--- config.mk ---
export PLATFORM = sky130hd
export DESIGN_NAME = gffr_cfg_regs_flat
export DESIGN_NICKNAME = d
export VERILOG_FILES = /design/src/hdl/gffr_pkg.sv /design/src/hdl/gffr_cfg_if.sv /design/src/hdl/gffr_cfg_regs.sv /design/src/flat_wrapper.sv
export SDC_FILE = /design/constraint.sdc
export NUM_CORES = 1
export LEC_CHECK = 0
export BUFFER_PORTS_ARGS = -buffer_cell sky130_fd_sc_hd__buf_2
export CORE_MARGIN = 5
export CORE_UTILIZATION = 48
export DETAILED_ROUTE_END_ITERATION = 6
export PLACE_DENSITY = 0.84
export SYNTH_ARGS = -nofsm -noshare
export SYNTH_HDL_FRONTEND = slang
export SYNTH_SLANG_ARGS = --single-unit
--- constraint.sdc ---
create_clock -name clk -period 1.4 [get_ports clk]
set_clock_uncertainty 0.1 [all_clocks]
set_input_delay 0.14 -clock clk [delete_from_list [all_inputs] [get_ports clk]]
set_output_delay 0.14 -clock clk [all_outputs]
set_load 0.02 [all_outputs]
--- src/hdl/gffr_pkg.sv ---
// ----------------------------------------------------------------------------
// gffr_pkg: shared types and constants for the grid flood-fill block
// Cell kinds, register indexes, fill directions and the config/stack records.
// ----------------------------------------------------------------------------
package gffr_pkg;

  localparam int CFG_IW  = 3;   // config register index width
  localparam int CFG_DW  = 13;  // config write data width
  localparam int DIM_W   = 7;   // row / column / dimension width
  localparam int POS_W   = 6;   // start position width
  localparam int CNT_W   = 13;  // collectible counter width
  localparam int GADDR_W = 14;  // linear grid address width (127 * 127 fits)

  localparam logic [CNT_W-1:0] COUNT_MAX = 13'h1FFF;

  typedef enum logic [1:0] {
    KIND_OPEN = 2'd0,
    KIND_WALL = 2'd1,
    KIND_COLL = 2'd2,
    KIND_EXIT = 2'd3
  } kind_t;

  typedef enum logic [CFG_IW-1:0] {
    REG_GRID_WIDTH  = 3'd0,
    REG_GRID_HEIGHT = 3'd1,
    REG_START_COL   = 3'd2,
    REG_START_ROW   = 3'd3,
    REG_EXPECTED    = 3'd4
  } cfg_reg_t;

  typedef enum logic [2:0] {
    DIR_SELF  = 3'd0,
    DIR_RIGHT = 3'd1,
    DIR_LEFT  = 3'd2,
    DIR_UP    = 3'd3,
    DIR_DOWN  = 3'd4
  } dir_t;

  // Effective configuration seen by the fill engine
  typedef struct packed {
    logic [DIM_W-1:0] eff_w;
    logic [DIM_W-1:0] eff_h;
    logic [POS_W-1:0] start_col;
    logic [POS_W-1:0] start_row;
    logic [CNT_W-1:0] expected;
  } gffr_cfg_t;

  // One pending cell: position plus its linear address
  typedef struct packed {
    logic [DIM_W-1:0]   row;
    logic [DIM_W-1:0]   col;
    logic [GADDR_W-1:0] addr;
  } stk_ent_t;

endpackage

--- src/hdl/gffr_cfg_if.sv ---
// ----------------------------------------------------------------------------
// gffr_cfg_if: configuration write channel
// Register index and write data, one register per transaction.
// ----------------------------------------------------------------------------
interface gffr_cfg_if import gffr_pkg::*; ();
  logic              valid;
  logic              ready;
  logic [CFG_IW-1:0] index;
  logic [CFG_DW-1:0] data;

  modport source (output valid, output index, output data, input ready);
  modport sink   (input valid, input index, input data, output ready);
endinterface

--- src/hdl/gffr_cfg_regs.sv ---
// ----------------------------------------------------------------------------
// gffr_cfg_regs: configuration register file
// Holds the five registers and clamps the map size to the built capacity.
// ----------------------------------------------------------------------------
module gffr_cfg_regs import gffr_pkg::*; #(
  parameter int MAX_WIDTH  = 64,
  parameter int MAX_HEIGHT = 64
) (
  input  logic       clk,
  input  logic       rst_n,
  gffr_cfg_if.sink   cfg_chan,
  output gffr_cfg_t  cfg_o
);

  localparam int CMP_W = 10;  // holds 7-bit values and limits up to 1023

  logic [DIM_W-1:0] grid_width_r, grid_width_nxt;
  logic [DIM_W-1:0] grid_height_r, grid_height_nxt;
  logic [POS_W-1:0] start_col_r, start_col_nxt;
  logic [POS_W-1:0] start_row_r, start_row_nxt;
  logic [CNT_W-1:0] expected_r, expected_nxt;

  assign cfg_chan.ready = 1'b1;

  always_comb begin
    grid_width_nxt  = grid_width_r;
    grid_height_nxt = grid_height_r;
    start_col_nxt   = start_col_r;
    start_row_nxt   = start_row_r;
    expected_nxt    = expected_r;
    if (cfg_chan.valid) begin
      case (cfg_reg_t'(cfg_chan.index))
        REG_GRID_WIDTH:  grid_width_nxt  = cfg_chan.data[DIM_W-1:0];
        REG_GRID_HEIGHT: grid_height_nxt = cfg_chan.data[DIM_W-1:0];
        REG_START_COL:   start_col_nxt   = cfg_chan.data[POS_W-1:0];
        REG_START_ROW:   start_row_nxt   = cfg_chan.data[POS_W-1:0];
        REG_EXPECTED:    expected_nxt    = cfg_chan.data[CNT_W-1:0];
        default: ;  // unmapped index, write ignored
      endcase
    end
  end

  always_ff @(posedge clk) begin
    if (!rst_n) begin
      grid_width_r  <= DIM_W'(1);
      grid_height_r <= DIM_W'(1);
      start_col_r   <= '0;
      start_row_r   <= '0;
      expected_r    <= '0;
    end else begin
      grid_width_r  <= grid_width_nxt;
      grid_height_r <= grid_height_nxt;
      start_col_r   <= start_col_nxt;
      start_row_r   <= start_row_nxt;
      expected_r    <= expected_nxt;
    end
  end

  // Clamp to capacity; the limit is only taken when it is below the 7-bit value
  always_comb begin
    cfg_o.eff_w = (CMP_W'(grid_width_r) > CMP_W'(MAX_WIDTH))
                  ? DIM_W'(MAX_WIDTH) : grid_width_r;
    cfg_o.eff_h = (CMP_W'(grid_height_r) > CMP_W'(MAX_HEIGHT))
                  ? DIM_W'(MAX_HEIGHT) : grid_height_r;
    cfg_o.start_col = start_col_r;
    cfg_o.start_row = start_row_r;
    cfg_o.expected  = expected_r;
  end

endmodule

--- src/flat_wrapper.sv ---
// flat-port wrapper written by rule: the top's interface ports become plain ports
module gffr_cfg_regs_flat import gffr_pkg::*;
#(
  parameter int MAX_WIDTH  = 64,
  parameter int MAX_HEIGHT = 64
)
  (clk, rst_n, cfg_o, cfg_chan_valid, cfg_chan_index, cfg_chan_data, cfg_chan_ready);
  gffr_cfg_if cfg_chan_i ();
  input  logic clk;
  input  logic rst_n;
  output gffr_cfg_t cfg_o;
  input wire logic [$bits(cfg_chan_i.valid)-1:0] cfg_chan_valid;
  input wire logic [$bits(cfg_chan_i.index)-1:0] cfg_chan_index;
  input wire logic [$bits(cfg_chan_i.data)-1:0] cfg_chan_data;
  output wire logic [$bits(cfg_chan_i.ready)-1:0] cfg_chan_ready;
  assign cfg_chan_i.valid = cfg_chan_valid;
  assign cfg_chan_i.index = cfg_chan_index;
  assign cfg_chan_i.data = cfg_chan_data;
  assign cfg_chan_ready = cfg_chan_i.ready;
  gffr_cfg_regs #(.MAX_WIDTH(MAX_WIDTH), .MAX_HEIGHT(MAX_HEIGHT)) u_core (.clk(clk), .rst_n(rst_n), .cfg_chan(cfg_chan_i), .cfg_o(cfg_o));
endmodule
* Word-level counts from Yosys, hierarchy flattened
Cells that the tools add are included.
** Word-level totals
- Flip-flop bits (word level) :: 39
- Latch bits :: 0
- RAM bits :: 0
- Bits in read-only memories :: 0
- Input bits :: 19
- Output and inout port bits :: 40
- Logic and storage cells :: 19
- Memories kept :: 0
** Operators by class
- $add $sub $neg :: 0
- Multiply operators :: 0
- Div/mod/pow operators :: 0
- $lt $le $gt $ge :: 2
- Equal/unequal tests :: 4
- Shift operators :: 0
- Multiplexer cells :: 2
- Bitwise logic cells :: 0
- Reduce and logical (&&, ||, !) cells :: 6
** Operators with widths (number)
- $gt A7 B7 Y1 const B :: 2
- $mux W7 :: 2
- $reduce_and A2 Y1 :: 5
- $eq A3 B2 Y1 const B :: 2
- $eq A3 B1 Y1 const B :: 1
- $eq A3 B3 Y1 const B :: 1
- $logic_not A3 Y1 :: 1

* Depth between registers and ports, before layout
- Word-level depth :: 2
- Gate-level depth with buffers :: 4
- Depth with buffers taken out :: 2

* Worst setup path before layout
Ideal clock, no wire load.
- Path kind :: input -> register
- Start :: input port cfg_chan_index[0]
- End :: register u_core.grid_width_r[1]
- Library setup time :: 0.122 ns
- Data arrival time :: 0.929 ns
- Required time :: 1.178 ns
- Path slack :: 0.249 ns
- Stages :: 3
- Buffers on the path :: 1
- Cell sequence :: or4b_1 -> buf_4 -> mux2i_1
** Between the ends
- Longest elaborated chain between the ends :: 2
** Ends and longest elaborated chain
- start: declaration :: line flat_wrapper.sv:13 : input wire logic [$bits(cfg_chan_i.index)-1:0] cfg_chan_index;
- $logic_not A3 Y1 :: line gffr_cfg_regs.sv:32 : case (cfg_reg_t'(cfg_chan.index))
- $reduce_and A2 Y1 (no source line)
- end signal: assignment :: line gffr_cfg_regs.sv:51 : grid_width_r <= grid_width_nxt;
- end: declaration :: line gffr_cfg_regs.sv:17 : logic [DIM_W-1:0] grid_width_r, grid_width_nxt;
Every way passes these cells.
A chain may end at the register's enable or synchronous reset.

==> flow_metrics.py <==
metrics = {
    "outcome": {
        "run_status": "completed",
    },
    "timing": {
        "worst_slack_ns": 0.103,
        "finalSetupTns_ns": 0,
        "setup-violations-final": 0,
        "maxSlewViolCount": 0,
        "finalCriticalPeriod_ns": 1.30,
        "fin_hold_ws_ns": 0.0183,
        "fin_crit_sh_pct": 92.7,
        "finalHoldViolCount": 0,
        "rsz0062_at_grt": "false",
        "max_freq_mhz": 771,
    },
    "synth": {
        "seq_area_frac_synth_pct": 49.5,
        "synth_nets": 182,
        "synth_seq_cells": 39,
        "yosys_warnings": 0,
        "synth_area_per_cell_um2": 9.67,
        "syn_inst": 163,
        "synthesis.area_um2": 1580,
        "synth.distinct_cells": 12,
    },
    "cts": {
        "cts_tree": "done",
        "clockBufferDepth": 2,
        "path_clk_slew_ns": 0.11,
        "numCtsBuffers": 5,
        "root_buffer": "clkbuf_4",
        "postCtsResizedCells": 0,
        "clkLatencyLatePin_ns": 0.33,
        "post_cts_buffers": 0,
        "postCtsHoldBufs": 7,
        "cts.sinks": 39,
        "cts-htree-levels": 2,
    },
    "floorplan": {
        "die_x_um": 67.3,
        "ios": 59,
        "core_area_um2": 3100,
        "initial_core_util_pct": 50.8,
        "die-area_um2": 4530,
        "die_height_um": 67.3,
        "placementRows": 20,
    },
    "critical_path": {
        "end_kind": "primary output",
        "slowest_delay_ns": 0.48,
        "start_kind": "flip-flop",
        "path_class": "reg -> out",
        "crit_chain": "nor2b_1, buf_2",
        "slowest_stage": "dfxtp_1",
        "worst-path-max-fanout": 8,
        "worstPathRequired_ns": 1.16,
        "cp.arrival_ns": 1.06,
    },
    "drt": {
        "via_count": 1281,
        "drc": 0,
        "wl_per_cell_um": 12.9,
        "ant_nets": 0,
        "drt_first_pass_iters": 2,
        "drt-initial-drc-count": 41,
        "wl_um": 3500,
        "viasPerCell": 4.71,
    },
    "global_routing": {
        "overflow": 0,
        "grt_antenna_before_repair": 0,
        "met1_usage_pct": 19.6,
        "grt_usage_pct": 16.5,
        "grtUsageMet3_pct": 3.83,
        "grt_max_degree": 26,
        "grt_pass1_wl_um": 5530,
        "grt_pass1_vias": 1186,
        "grt_use_met2_pct": 27.1,
        "grt.busiest_layer": "met2",
    },
    "power": {
        "seqPwrFrac_pct": 59.8,
        "switching_share_pct": 25.9,
        "p_sw_w": 0.000496,
        "power.total_w": 0.00192,
        "power_per_cell_area_nw_per_um2": 930,
        "clkPwrFrac_pct": 28.4,
        "power.internal_w": 0.00142,
        "p_leak_nw": 1.10,
        "combPwrFrac_pct": 11.8,
        "peakVddDrop_mv": 0.773,
    },
    "placed_design": {
        "hpwl_um": 2460,
        "place_ws_ns": 0.0921,
        "place_congestion": 0.777,
        "io_buffer_count": 57,
    },
    "finish": {
        "fin_util_pct": 66.5,
        "syn2layout_area_growth_pct": 30.9,
        "layout_commonest_cell": "buf_2",
        "finalNetCount": 246,
        "n_antenna_cell": 0,
        "final_cell_mix": "57 x buf_2, 50 x nand2_1, 39 x mux2i_1, 39 x dfxtp_1, 15 x nor2b_1",
        "drive_above_1_share_pct": 32.0,
    },
    "job": {
        "cap_violations": 0,
    },
    "worst_hold_path": {
        "hold_path_class": "in -> reg",
    },
}
[cells in the mapped netlist]
library cell	number	area, µm²
nand2_1	50	188
dfxtp_1	39	781
mux2i_1	39	390
nor2b_1	15	93.8
clkbuf_1	9	33.8
buf_4	3	22.5
buf_2	2	10.0
nand4bb_1	2	22.5
and4bb_2	1	12.5
conb_1	1	3.75
nand4b_1	1	8.76
or4b_1	1	10.0
[sequential cells by signal, indices dropped and copies added, names as in the netlist]
signal                count
u_core.grid_height_r      7
u_core.expected_r        13
u_core.start_col_r        6
u_core.grid_width_r       7
u_core.start_row_r        6
[area by class of cell]
class | instances | area (µm²)
flip-flops and latches | 39 | 781
well taps | 44 | 55.1
clock inverters | 3 | 15.0
multi-input cells | 110 | 729
fillers | 268 | 1040
repair buffers | 71 | 445
clock buffers | 5 | 37.5
[per-layer routing]
metal / wire length (µm) / part of all wire [%]
met5: 0 / 0
met4: 66 / 1.9
met3: 191 / 5.5
met2: 1650 / 47
met1: 1590 / 45
[cell families (layout without fill, tap and decap cells)]
kind of cell	count (synthesis)	in the layout	share of synthesized area [%]
simple gates	70	70	21.3
other cells	1	1	0.238
mux	39	39	24.8
buf+inv	14	79	4.21
flops	39	39	49.5
[power groups by stage]
| stage | Sequential (W) | Clock, W | Combinational [W] |
|---|---|---|---|
| 6_report | 0.00115 | 0.000544 | 0.000227 |
| 5_1_grt | 0.00115 | 0.000616 | 0.000246 |
| 4_1_cts | 0.00115 | 0.000556 | 0.000227 |
| 3_5_place_dp | 0.00117 | 0 | 0.000212 |
| 3_3_place_gp | 0.00117 | 0 | 0.000210 |
| 2_1_floorplan | 0.00119 | 0 | 0.000107 |
[worst paths after layout]
path	endpoint	slack (ns)	from	depth (start not counted)
setup / recovery	cfg_o[27]	0.10	u_core.grid_height_r[6]	2
hold / removal	u_core.grid_height_r[6]	0.02	cfg_chan_data[6]	3
setup reg to reg	u_core.grid_height_r[6]	0.56	u_core.grid_height_r[6]	2
hold reg to reg	u_core.grid_height_r[2]	0.36	u_core.grid_height_r[2]	2
[critical path, delay by kind of cell, from the launching register on]
kind	cells	cell delay, ns
buf+inv	1	0.16
simple gates	1	0.08
flops	1	0.48
[through the flow]
stage / area [µm²] / std cells
detailed placement: 1940 / 257
global route: 2060 / 272
CTS: 2060 / 272
global placement: 1940 / 257
finish: 2060 / 272
floorplan: 1580 / 163
Note: power is estimated with default switching activity, not from simulation.
